--- src/rtl/wla_pkg.sv ---
`default_nettype none
package wla_pkg;

   localparam int QUEUE_LEN  = 64;
   localparam int RING_DEPTH = QUEUE_LEN - 1;
   localparam int PTR_W      = (RING_DEPTH > 1) ? $clog2(RING_DEPTH) : 1;
   localparam int CNT_W      = $clog2(QUEUE_LEN);

   localparam int SAMPLE_W = 32;
   localparam int STAMP_W  = 48;
   localparam int PERIOD_W = 22;
   localparam int AVG_W    = 32;
   localparam int USED_W   = 6;
   localparam int ENTRY_W  = STAMP_W + SAMPLE_W;

   localparam int WSUM_MAX = RING_DEPTH * QUEUE_LEN / 2;
   localparam int DIVS_W   = $clog2(WSUM_MAX + 1);
   localparam int SUM_W    = SAMPLE_W + DIVS_W;
   localparam int STEP_MAX = (SUM_W > RING_DEPTH) ? SUM_W : RING_DEPTH;
   localparam int STEP_W   = $clog2(STEP_MAX + 1);

   localparam int REQ_DATA_W = ((SAMPLE_W + STAMP_W + 7) / 8) * 8;
   localparam int RSP_DATA_W = ((AVG_W + USED_W + 7) / 8) * 8;

   localparam int CSR_IDX_W  = 1;
   localparam int CSR_DATA_W = PERIOD_W;
   localparam logic [CSR_IDX_W-1:0] CSR_AVERAGE_MODE  = 1'b0;
   localparam logic [CSR_IDX_W-1:0] CSR_WINDOW_PERIOD = 1'b1;
   localparam logic [PERIOD_W-1:0]  PERIOD_RESET      = 22'd60000;

   typedef struct packed {
      logic load;
      logic issue;
      logic acc;
      logic div_init;
      logic div_step;
      logic out_load;
   } cmd_type;

   function automatic logic [PTR_W-1:0] next_ptr(input logic [PTR_W-1:0] p);
      logic [PTR_W-1:0] r;
      if (p == PTR_W'(RING_DEPTH - 1)) begin
         r = '0;
      end else begin
         r = p + PTR_W'(1);
      end
      return r;
   endfunction

endpackage
`default_nettype wire

--- src/rtl/wla_ctrl.sv ---
`default_nettype none
module wla_ctrl (
   input  wire logic             clock,
   input  wire logic             reset,
   input  wire logic             req_tvalid,
   output logic                  req_tready,
   output logic                  rsp_tvalid,
   input  wire logic             rsp_tready,
   output wla_pkg::cmd_type      cmd
);

   localparam logic [2:0] S_IDLE  = 3'd0;
   localparam logic [2:0] S_WALK  = 3'd1;
   localparam logic [2:0] S_DINIT = 3'd2;
   localparam logic [2:0] S_DIV   = 3'd3;
   localparam logic [2:0] S_DONE  = 3'd4;

   logic [2:0]                   state_ff, state_in;
   logic [wla_pkg::STEP_W-1:0]   step_ff, step_in;
   logic                         rsp_tvalid_ff, rsp_tvalid_in;
   logic                         out_free;

   assign out_free   = !rsp_tvalid_ff || rsp_tready;
   assign req_tready = (state_ff == S_IDLE);
   assign rsp_tvalid = rsp_tvalid_ff;

   always_comb begin
      state_in      = state_ff;
      step_in       = step_ff;
      cmd           = '0;
      rsp_tvalid_in = rsp_tvalid_ff && !rsp_tready;
      case (state_ff)
         S_IDLE: begin
            if (req_tvalid) begin
               cmd.load = 1'b1;
               step_in  = '0;
               state_in = S_WALK;
            end
         end
         S_WALK: begin
            cmd.issue = (step_ff != wla_pkg::STEP_W'(wla_pkg::RING_DEPTH));
            cmd.acc   = (step_ff != '0);
            step_in   = step_ff + wla_pkg::STEP_W'(1);
            if (step_ff == wla_pkg::STEP_W'(wla_pkg::RING_DEPTH)) begin
               state_in = S_DINIT;
            end
         end
         S_DINIT: begin
            cmd.div_init = 1'b1;
            step_in      = '0;
            state_in     = S_DIV;
         end
         S_DIV: begin
            cmd.div_step = 1'b1;
            step_in      = step_ff + wla_pkg::STEP_W'(1);
            if (step_ff == wla_pkg::STEP_W'(wla_pkg::SUM_W - 1)) begin
               state_in = S_DONE;
            end
         end
         S_DONE: begin
            if (out_free) begin
               cmd.out_load  = 1'b1;
               rsp_tvalid_in = 1'b1;
               state_in      = S_IDLE;
            end
         end
         default: begin
            state_in = S_IDLE;
         end
      endcase
   end

   always_ff @(posedge clock) begin
      if (reset) begin
         state_ff      <= S_IDLE;
         step_ff       <= '0;
         rsp_tvalid_ff <= 1'b0;
      end else begin
         state_ff      <= state_in;
         step_ff       <= step_in;
         rsp_tvalid_ff <= rsp_tvalid_in;
      end
   end

   a_no_overwrite: assert property (@(posedge clock) disable iff (reset)
      cmd.out_load |-> (!rsp_tvalid_ff || rsp_tready))
      else $error("result overwritten while stalled");

   a_walk_start: assert property (@(posedge clock) disable iff (reset)
      (req_tvalid && req_tready) |=> (state_ff == S_WALK && step_ff == '0))
      else $error("walk did not start after accept");

   a_div_end: assert property (@(posedge clock) disable iff (reset)
      (state_ff == S_DIV && step_ff == wla_pkg::STEP_W'(wla_pkg::SUM_W - 1))
      |=> (state_ff == S_DONE))
      else $error("divider step count wrong");

   a_busy_no_ready: assert property (@(posedge clock) disable iff (reset)
      cmd.issue |-> !req_tready)
      else $error("ready during ring walk");

endmodule
`default_nettype wire

--- config.mk ---
export PLATFORM = sky130hd
export DESIGN_NAME = wla_ctrl
export DESIGN_NICKNAME = d
export VERILOG_FILES = /design/src/rtl/wla_pkg.sv /design/src/rtl/wla_ctrl.sv
export SDC_FILE = /design/constraint.sdc
export NUM_CORES = 1
export LEC_CHECK = 0
export BUFFER_PORTS_ARGS = -buffer_cell sky130_fd_sc_hd__buf_2
export CAP_MARGIN = 20
export CORE_AREA = 2 2 39 41
export CTS_BUF_LIST = sky130_fd_sc_hd__clkbuf_16
export DETAILED_ROUTE_END_ITERATION = 12
export DIE_AREA = 0 0 41 43
export PLACE_DENSITY = 0.72
export REMOVE_ABC_BUFFERS = 1
export SYNTH_ARGS = -nofsm -noshare
export SYNTH_HDL_FRONTEND = slang
export SYNTH_SLANG_ARGS = --single-unit
--- constraint.sdc ---
create_clock -name clock -period 4.4 [get_ports clock]
set_clock_uncertainty 0.2 [all_clocks]
set_input_delay 0.66 -clock clock [delete_from_list [all_inputs] [get_ports clock]]
set_output_delay 0.66 -clock clock [all_outputs]
set_load 0.02 [all_outputs]
# After elaboration in Yosys (flattened, before gate mapping)

Index checks and enable logic that the tools add are counted.

Bits in registers: 10
Bits of input ports: 4
Output and inout port bits: 8

Add/sub/neg operators: 1
Equal/unequal tests: 11
Mux-type cells: 16
Reductions and logical operators: 10

Operator list:

| cell                                           | number |
|---|---|
| one-hot mux 6 bit (3 select lines)             | 1 |
| one-hot mux 3 bit (5 select lines)             | 1 |
| == test 6 bit (second input constant)          | 2 |
| 2-to-1 mux 3 bit                               | 4 |
| 2-to-1 mux 1 bit                               | 8 |
| inequality test 2 bit (second input constant)  | 4 |
| adder 6 x 1 -> 6 bit (second input constant)   | 1 |
| == test 3 x 2 -> 1 bit (second input constant) | 2 |
| 2-to-1 mux 6 bit                               | 1 |
| inequality test 6 bit (second input constant)  | 1 |
| nonzero test 6 bit                             | 1 |
| AND reduction 4 bit                            | 1 |
| == test 3 x 1 -> 1 bit (second input constant) | 1 |
| == test 3 bit (second input constant)          | 1 |
| zero test 3 bit                                | 1 |
| nonzero test 3 bit                             | 1 |
| zero test 1 bit                                | 2 |
| 2-to-1 mux 2 bit                               | 1 |
| AND reduction 2 bit                            | 1 |
| OR reduction 2 bit                             | 1 |
| logical AND 1 bit                              | 1 |
| logical OR 1 bit                               | 1 |

# Longest topological paths before layout

Gate-level depths: netlist of the first run.

Depth after elaboration: 4
Mapped depth: 4
Mapped depth without buffers: 4

# Least setup slack after synthesis of the first run

Ideal clock, no wire load.

Path type: reg2out
Start point: register state_ff[0]
End point: output cmd[5] (netlist name)
Data arrival time: 1.311 ns
Data required time: 3.540 ns
Path slack: 2.229 ns
Cell stages (with the launch flop): 5
Buffers on the path: 1
Path through: dfxtp_1 -> buf_4 -> or2_1 -> nor2_1 -> and2_1

RTL lines:

| element                | line           | source |
|---|---|---|
| from (decl)            | wla_ctrl.sv:18 | `logic [2:0] state_ff, state_in;` |
| from (signal assigned) | wla_ctrl.sv:79 | `state_ff <= state_in;` |
| to (decl)              | wla_ctrl.sv:9  | `output wla_pkg::cmd_type cmd` |

==> results of run 1 <==
power by group through the flow:
| stage | logic (mW) | clock network [mW] | registers (mW) |
|---|---|---|---|
| floorplan | 0.0172 | 0 | 0.0973 |
| CTS | 0.0261 | 0.163 | 0.0967 |
| finish | 0.0257 | 0.162 | 0.0967 |
| global route | 0.0290 | 0.168 | 0.0969 |
| detailed placement | 0.0257 | 0 | 0.0983 |
| global placement | 0.0256 | 0 | 0.0981 |
cells in the final DEF, fill, tap and decap left out, types with 2 or more instances in the layout:
cell type,instances
o21ai_0,3
inv_1,5
dfxtp_1,10
nand3b_1,2
o31ai_1,4
nand2_1,4
clkbuf_16,3
buf_2,11
nor2_1,7
nor3b_1,2
ha_1,3
a21oi_1,3
or4_1,4
a211oi_1,4
worst max path at each step:
stage / start / depth (start not counted) / slack (ns) / to
finish: step_ff[1] / 5 / 1.98 / cmd[4]
global route: step_ff[1] / 5 / 1.90 / cmd[4]
CTS: step_ff[1] / 5 / 1.95 / cmd[4]
detailed placement: step_ff[1] / 5 / 2.27 / cmd[4]
global placement: step_ff[1] / 5 / 2.22 / cmd[4]
floorplan: state_ff[2] / 3 / 2.26 / cmd[5]
routing by layer:
metal	GRT usage (%)	vias to the layer above	share of wire (%)
li1	-	304	-
met1	27.1	285	47
met2	27.5	14	46
met3	4.71	5	3.8
met4	14.0	0	3.0
met5	0	-	0
kinds of logic after synthesis:
kind of cell	share of synthesized area, %
AO/OA/AOI/OAI	23.2
multiplexers	1.52
AND/OR/NAND/NOR	32.3
adder cells (fa/ha/maj)	5.70
buffers and inverters	6.84
flip-flops	30.4
sequential cells by signal, indices dropped and copies added, names as in the netlist:
signal / flops
step_ff: 6
state_ff: 3
rsp_tvalid: 1
worst max-delay path, stage by stage, from the launching register on:
cell     delay, ns
dfxtp_1       0.41
ha_1          0.23
nand3_1       0.10
o21ai_0       0.32
inv_1         0.09
buf_2         0.17
layout make-up:
| class | count | area [um2] |
|---|---|---|
| timing repair buffer | 11 | 55.1 |
| multi-input combinational | 56 | 413 |
| tap | 16 | 20.0 |
| sequential | 10 | 200 |
| inverter | 5 | 18.8 |
| clock buffer | 3 | 75.1 |
| fill | 140 | 598 |
| clock inverter | 1 | 3.75 |
==> out/metrics.csv, run 1 <==
stage;metric;value;unit
run_status;outcome;finished clean;
clock_network;Root Buffer;clkbuf_16;
clock_network;clock sinks;10;
timing;Period minus WS final;2.42;ns
yosys;Mapped Area;658;um2
finish;post-route cell area;786;um2
finish;antenna cells;0;
placement;# port buffers;11;
grt;number of antenna violations at the first check in global routing;0;
placement;Area after DPL;707;um2
power;clock share of power;56.9;%
clock_network;Setup Fix Bufs, Post-CTS;0;
min_path;worst hold stages;2;
power;Power Density;361;mW/mm2
detailed_routing;WL final;1410;um
detailed_routing;Avg WL per Cell;13.8;um
placement;HPWL after DPL;946;um
yosys;syn avg cell area;8.78;um2
power;sequential share of power;34.1;%
timing;unrepaired setup endpoints after global routing;false;
floorplan;Cell Rows;14;
clock_network;post-CTS sizing;0;
power;Internal;0.222;mW
detailed_routing;DRT iter0 DRCs;11;
finish;final non-filler cell total;102;
setup_path;critical path data required time;3.54;ns
setup_path;R2R setup slack;2.68;ns
detailed_routing;vias;608;
yosys;top post-synthesis cells by area;dfxtp_1 (30%), ha_1 (5.7%), a211oi_1 (4.6%), o31ai_1 (4.6%), or4_1 (4.6%);
grt;gr usage total;20.3;%
grt;vias in the first global route;543;
yosys;EDFF count, synth;0;
timing;setup_tns;0;ns
clock_network;Hold-fix buffers, CTS;0;
power;Switching Share;21.9;%
min_path;hold worst-path end;rsp_tvalid;
timing;Rel. slew slack;70.4;%
setup_path;worst r2r dst;step_ff[4];
setup_path;Worst R2R Start;state_ff[0];
timing;Hold WS;0.317;ns
placement;placed cell count;98;
clock_network;clk buf depth;2;
yosys;top_reg_cell synth;dfxtp_1;
yosys;Synth Instances;75;
yosys;register area share after synthesis;30.4;%
floorplan;core area;0.00138;mm2
yosys;Post-synth ARST share;0;%
power;worst IR drop on VDD;254;uV
setup_path;FF-to-FF path depth;3;
timing;Hold Vio Cnt, Final;0;
floorplan;Top Ports;12;
setup_path;CP Max Fanout;6;
yosys;post-synth top area share;30.4;%
clock_network;Skew-Pair Late Insertion Delay;0.24;ns
placement;GPL Wtd Cong;0.799;
setup_path;critical path type;register to output port;
timing;Final Cycle Share;55.1;%
yosys;synth cell count leaders;dfxtp_1 (10), nor2_1 (7), inv_1 (5);
setup_path;WP data arrival;1.56;ns
grt;first-pass GRT wire length;2350;um
yosys;Yosys warnings;0;
min_path;hold_sp;rsp_tvalid;
floorplan;initial core utilization;47.6;%
yosys;Yosys reg bits;10;
grt;gr ovfl total;0;
finish;share of cells above drive strength 1;23.3;%
detailed_routing;# DRC;0;
timing;Slew Limit Fails;0;
finish;share of the core filled with cells;56.8;%
min_path;min-delay worst type;register to register;
setup_path;CP startpoint kind;register;
yosys;Synth area leader;dfxtp_1;
power;Pwr Total;0.284;mW
floorplan;Die Y;43;um
power;LEAKAGE;0.290;nW
timing;setup ws final;1.98;ns
detailed_routing;remaining antenna violation count after routing;0;
setup_path;CP endpoint kind;output port;
placement;Place WS;2.27;ns
flow_run;Max-Cap Viols;0;
detailed_routing;DR vias/cell;5.96;
clock_network;CTS tree;built;
power;Comb power frac;9.1;%
finish;final-stage net count;94;
yosys;most frequent cell after synthesis;dfxtp_1;
power;switching power;0.0621;mW
floorplan;Die Area;0.00176;mm2
timing;Max Clk Rate;413;MHz
clock_network;H-tree depth;1;
grt;largest net degree at the start of global routing;16;
clock_network;Num CTS Buffers;3;
finish;Area Overhead vs Synth;19.4;%
timing;Final setup viols;0;
floorplan;die width;41;um
yosys;Synth cell types;36;
clock_network;Clock transition at path regs;0.04;ns
detailed_routing;DR pass1 iterations;4;
timing;slew of the pin with the lowest slew margin;0.443;ns
No activity file was read; power rests on OpenSTA's default activity.
==> run 2, diff against run 1 <==
Settings changed: CORE_AREA 2 2 39 41 to default, CORE_UTILIZATION from default to 47, DIE_AREA 0 0 41 43 to default.
Clock period 4.4 ns to 2 ns, I/O delays scaled along.
==> run 2 against run 1 <==
Cell area increased by 1.3%; die area decreased by 12%; sequential cell count unchanged; utilization increased by 4.4 points; cell count decreased by 2.0%; non-clock buffer count unchanged; worst hold slack got worse by 0.14 ns; total power increased by 120%; via count decreased by 1.8%.
==> out/metrics.csv, run 2 (same netlist as run 1, synthesis figures left out) <==
stage;metric;value;unit;change
clock_network;post-CTS sizing;2;;+2
finish;antenna cells;0;;unchanged
grt;gr usage total;23.7;%;+3.4 points
floorplan;Die Area;0.00155;mm2;-12%
placement;Area after DPL;706;um2;-0.18%
clock_network;H-tree depth;1;;unchanged
timing;setup_tns;0;ns;unchanged
grt;vias in the first global route;467;;-14%
floorplan;Cell Rows;13;;-1
floorplan;die width;39.4;um;-3.9%
grt;largest net degree at the start of global routing;16;;unchanged
timing;Hold Vio Cnt, Final;0;;unchanged
grt;number of antenna violations at the first check in global routing;0;;unchanged
timing;Slew Limit Fails;0;;unchanged
detailed_routing;Avg WL per Cell;14.6;um;+5.7%
timing;Final setup viols;0;;unchanged
finish;final non-filler cell total;100;;-2.0%
detailed_routing;# DRC;0;;unchanged
clock_network;Clock transition at path regs;0.04;ns;about the same
power;Pwr Total;0.623;mW;+120%
finish;Most flops, register;step_ff;;
detailed_routing;DR pass1 iterations;4;;unchanged
setup_path;critical path data required time;1.50;ns;-2.04 ns
clock_network;Root Buffer;clkbuf_16;;
floorplan;Die Y;39.4;um;-8.3%
placement;HPWL after DPL;968;um;+2.3%
clock_network;Hold-fix buffers, CTS;0;;unchanged
flow_run;Max-Cap Viols;0;;unchanged
floorplan;initial core utilization;50.6;%;+3.0 points
power;worst IR drop on VDD;595;uV;+130%
finish;commonest non-fill, non-tap cell in the layout;buf_2;;
floorplan;Top Ports;12;;unchanged
placement;placed cell count;97;;-1.0%
finish;post-route cell area;796;um2;+1.3%
detailed_routing;DR vias/cell;5.97;;+0.15%
floorplan;core area;0.00130;mm2;-6.0%
setup_path;WP data arrival;1.38;ns;-0.18 ns
detailed_routing;DRT iter0 DRCs;14;;+3
finish;final-stage net count;94;;unchanged
setup_path;CP startpoint kind;register;;
clock_network;CTS tree;built;;
finish;max reg flops;6;;unchanged
clock_network;Skew-Pair Late Insertion Delay;0.24;ns;about the same
placement;# port buffers;11;;unchanged
detailed_routing;WL final;1460;um;+3.6%
timing;Final Cycle Share;94.2;%;
timing;slew of the pin with the lowest slew margin;0.384;ns;-0.0595 ns
grt;first-pass GRT wire length;2280;um;-2.9%
power;LEAKAGE;0.292;nW;+0.61%
power;Power Density;783;mW/mm2;+120%
finish;most frequent cells in the layout;buf_2 (11), nor2_1 (7), dfxtp_1 (7), inv_1 (5);;
timing;Max Clk Rate;531;MHz;
finish;Area Overhead vs Synth;20.9;%;
setup_path;CP endpoint kind;output port;;
setup_path;critical path type;register to output port;;
timing;unrepaired setup endpoints after global routing;false;;
finish;share of cells above drive strength 1;30.6;%;+7.3 points
setup_path;CP Max Fanout;11;;+5
clock_network;clk buf depth;2;;unchanged
timing;Rel. slew slack;74.4;%;+4.0 points
timing;Hold WS;0.176;ns;-0.141 ns
clock_network;Num CTS Buffers;3;;unchanged
detailed_routing;remaining antenna violation count after routing;0;;unchanged
clock_network;Setup Fix Bufs, Post-CTS;0;;unchanged
timing;Period minus WS final;1.88;ns;
clock_network;clock sinks;10;;unchanged
min_path;min-delay worst type;primary input to register;;
placement;GPL Wtd Cong;0.727;;-9.0%
grt;gr ovfl total;0;;unchanged
run_status;outcome;finished clean;;
detailed_routing;vias;597;;-1.8%
run 2: path summary, 6_finish.rpt:
check	startpoint	slack, ns	cells past startpoint	to
worst min register to register	rsp_tvalid	0.32	2	rsp_tvalid
worst max register to register	state_ff[1]	0.28	3	step_ff[3]
worst min-delay path	rsp_tready	0.18	3	rsp_tvalid
worst max-delay path	state_ff[0]	0.12	3	cmd[3]
run 2: where the power goes:
group          internal, mW  switching (mW)  leakage, nW
Clock                 0.259          0.0910       0.0370
Sequential            0.205         0.00880       0.0823
Combinational        0.0228          0.0364        0.173
run 2: layout make-up:
type	count	area (um2)
clock buffer	3	75.1
fill	120	505
inverter	5	18.8
multi-input combinational	56	424
sequential	10	204
tap	15	18.8
timing repair buffer	11	55.1
run 2: critical path, stage by stage (launching register included):
cell      delay (ns)
dfxtp_2         0.44
nor3b_2         0.30
a21boi_0        0.22
buf_2           0.19
run 2: metrics by stage:
stage                     setup WS [ns]  utilization, %
after CTS                       0.00393            60.4
after floorplan                   0.221               -
after global placement            0.224            54.2
after detailed placement          0.221            54.2
after global routing             0.0426            61.2
final                             0.117            61.2
run 2: routing by layer:
metal,GRT usage (%),part of all wire (%),vias up
met2,33.2,45,15
met3,10.2,5.5,4
li1,-,-,302
met5,0,0,-
met4,12.9,2.6,0
met1,29.9,47,276
==> run 3, diff against run 2 <==
Settings changed: REMOVE_ABC_BUFFERS 1 to default.
==> run 3 against run 2 <==
Clock power rose by 1%; setup slack got worse by 0.0061 ns; cell count did not move; critical path type unchanged; critical endpoint is now cmd[4].
==> out/metrics.csv, run 3 (same netlist as run 1, synthesis figures left out) <==
stage;metric;value;unit;change
run_status;outcome;finished clean;;
timing;unrepaired setup endpoints after global routing;false;;
setup_path;CP max stage cell;dfxtp_1;;
setup_path;CP Max Fanout;5;;-6
finish;commonest non-fill, non-tap cell in the layout;buf_2;;
floorplan;Die Area;0.00155;mm2;unchanged
min_path;min-delay worst type;primary input to register;;
clock_network;Setup Fix Bufs, Post-CTS;0;;unchanged
placement;GPL Wtd Cong;0.753;;+3.7%
finish;FF/Latch Area;204;um2;unchanged
timing;Final Cycle Share;94.5;%;+0.30 points
detailed_routing;DR vias/cell;5.93;;-0.67%
finish;max reg flops;6;;unchanged
timing;Rel. slew slack;74.9;%;+0.57 points
finish;share of cells above drive strength 1;30.6;%;unchanged
finish;multi-input logic area;424;um2;unchanged
clock_network;clk buf depth;2;;unchanged
finish;final-stage net count;94;;unchanged
timing;Period minus WS final;1.89;ns;+0.00605 ns
detailed_routing;remaining antenna violation count after routing;0;;unchanged
power;LEAKAGE;0.292;nW;unchanged
timing;Final setup viols;0;;unchanged
finish;share of the core filled with cells;61.2;%;unchanged
setup_path;WP data arrival;1.39;ns;about the same
setup_path;CP startpoint kind;register;;
power;worst IR drop on VDD;896;uV;+51%
timing;Slew Limit Fails;0;;unchanged
floorplan;Cell Rows;13;;unchanged
clock_network;Skew-Pair Late Insertion Delay;0.24;ns;about the same
setup_path;critical path data required time;1.50;ns;about the same
timing;setup ws final;0.110;ns;-0.00605 ns
yosys;syn nets;82;;
flow_run;Max-Cap Viols;0;;unchanged
clock_network;Root Buffer;clkbuf_16;;
finish;antenna cells;0;;unchanged
placement;# port buffers;11;;unchanged
floorplan;core area;0.00130;mm2;unchanged
detailed_routing;DRT iter0 DRCs;15;;+1
finish;Fillers;119;;-0.83%
setup_path;CP endpoint kind;output port;;
clock_network;CTS tree;built;;
detailed_routing;DR pass1 iterations;4;;unchanged
detailed_routing;WL final;1510;um;+2.9%
setup_path;critical path's largest stage delay;0.41;ns;-0.03 ns
grt;number of antenna violations at the first check in global routing;0;;unchanged
placement;Place WS;0.204;ns;-0.0175 ns
grt;gr usage total;23.1;%;-0.55 points
grt;largest net degree at the start of global routing;16;;unchanged
timing;Max Clk Rate;529;MHz;-0.32%
floorplan;Top Ports;12;;unchanged
power;Pwr Total;0.627;mW;+0.57%
setup_path;critical path type;register to output port;;
finish;most frequent cells in the layout;buf_2 (11), nor2_1 (7), dfxtp_1 (7), inv_1 (5);;
clock_network;Clock transition at path regs;0.04;ns;about the same
finish;Most flops, register;step_ff;;
detailed_routing;# DRC;0;;unchanged
power;Power Density;787;mW/mm2;+0.57%
timing;setup_tns;0;ns;unchanged
clock_network;H-tree depth;1;;unchanged
detailed_routing;Avg WL per Cell;15.1;um;+2.9%
clock_network;clock sinks;10;;unchanged
finish;Area Overhead vs Synth;20.9;%;unchanged
clock_network;Num CTS Buffers;3;;unchanged
floorplan;Die Y;39.4;um;unchanged
setup_path;critical-path cell list;ha_2, nand3_1, o21ai_2, inv_1, buf_2;;
grt;first-pass GRT wire length;2350;um;+3.0%
timing;slew of the pin with the lowest slew margin;0.375;ns;-0.00923 ns
grt;gr ovfl total;0;;unchanged
grt;vias in the first global route;531;;+14%
floorplan;initial core utilization;50.6;%;unchanged
placement;HPWL after DPL;999;um;+3.2%
floorplan;die width;39.4;um;unchanged
timing;Hold Vio Cnt, Final;0;;unchanged
detailed_routing;vias;593;;-0.67%
## run 3: layer usage
| layer | wire length [um] | vias to the layer above | global-route usage (%) |
|---|---|---|---|
| met2 | 706 | 14 | 36.5 |
| met1 | 726 | 274 | 28.5 |
| li1 | - | 303 | - |
| met5 | 0 | - | 0 |
| met3 | 66 | 2 | 10.2 |
| met4 | 6 | 0 | 5.17 |
## run 3: repair_timing
action,4_1_cts,5_1_grt
setup endpoints to repair,1,3
hold buffers,0,0
endpoints found under the hold margin,0,0
resized for setup,1,6
## run 3: final cells by class
class / count / share of cell area (%)
multi-input cells: 56 / 53.3
flip-flops and latches: 10 / 25.6
clock buffers: 3 / 9.43
repair buffers: 11 / 6.92
inverters: 5 / 2.36
well taps: 15 / 2.36
## run 3: worst paths after layout
kind / start / cells after the start / endpoint / slack, ns
setup / recovery: step_ff[0] / 5 / cmd[4] / 0.11
hold / removal: rsp_tready / 3 / rsp_tvalid / 0.18
setup reg to reg: state_ff[1] / 3 / step_ff[3] / 0.26
hold reg to reg: rsp_tvalid / 2 / rsp_tvalid / 0.32
## run 3: per-stage QoR
step | instances | hold WS (ns) | instance area (um2)
after detailed placement | 97 | 0.315 | 706
after CTS | 100 | 0.176 | 781
final | 100 | 0.176 | 796
after global routing | 100 | 0.186 | 796
after global placement | 97 | 0.294 | 706
after floorplan | 75 | 0.282 | 658
## run 3: critical path, delay by kind of cell (launching register included)
family	cells	cell delay (ns)
buffers and inverters	2	0.21
AOI/OAI and AO/OA	1	0.19
and+or+nand+nor	1	0.11
adders and majority gates	1	0.23
DFF	1	0.41
## run 3: power by group
group / total, mW / internal [mW] / switching, mW
combinational: 0.0590 / 0.0229 / 0.0361
sequential: 0.214 / 0.205 / 0.00899
clock: 0.354 / 0.260 / 0.0943
total: 0.627 / 0.487 / 0.139
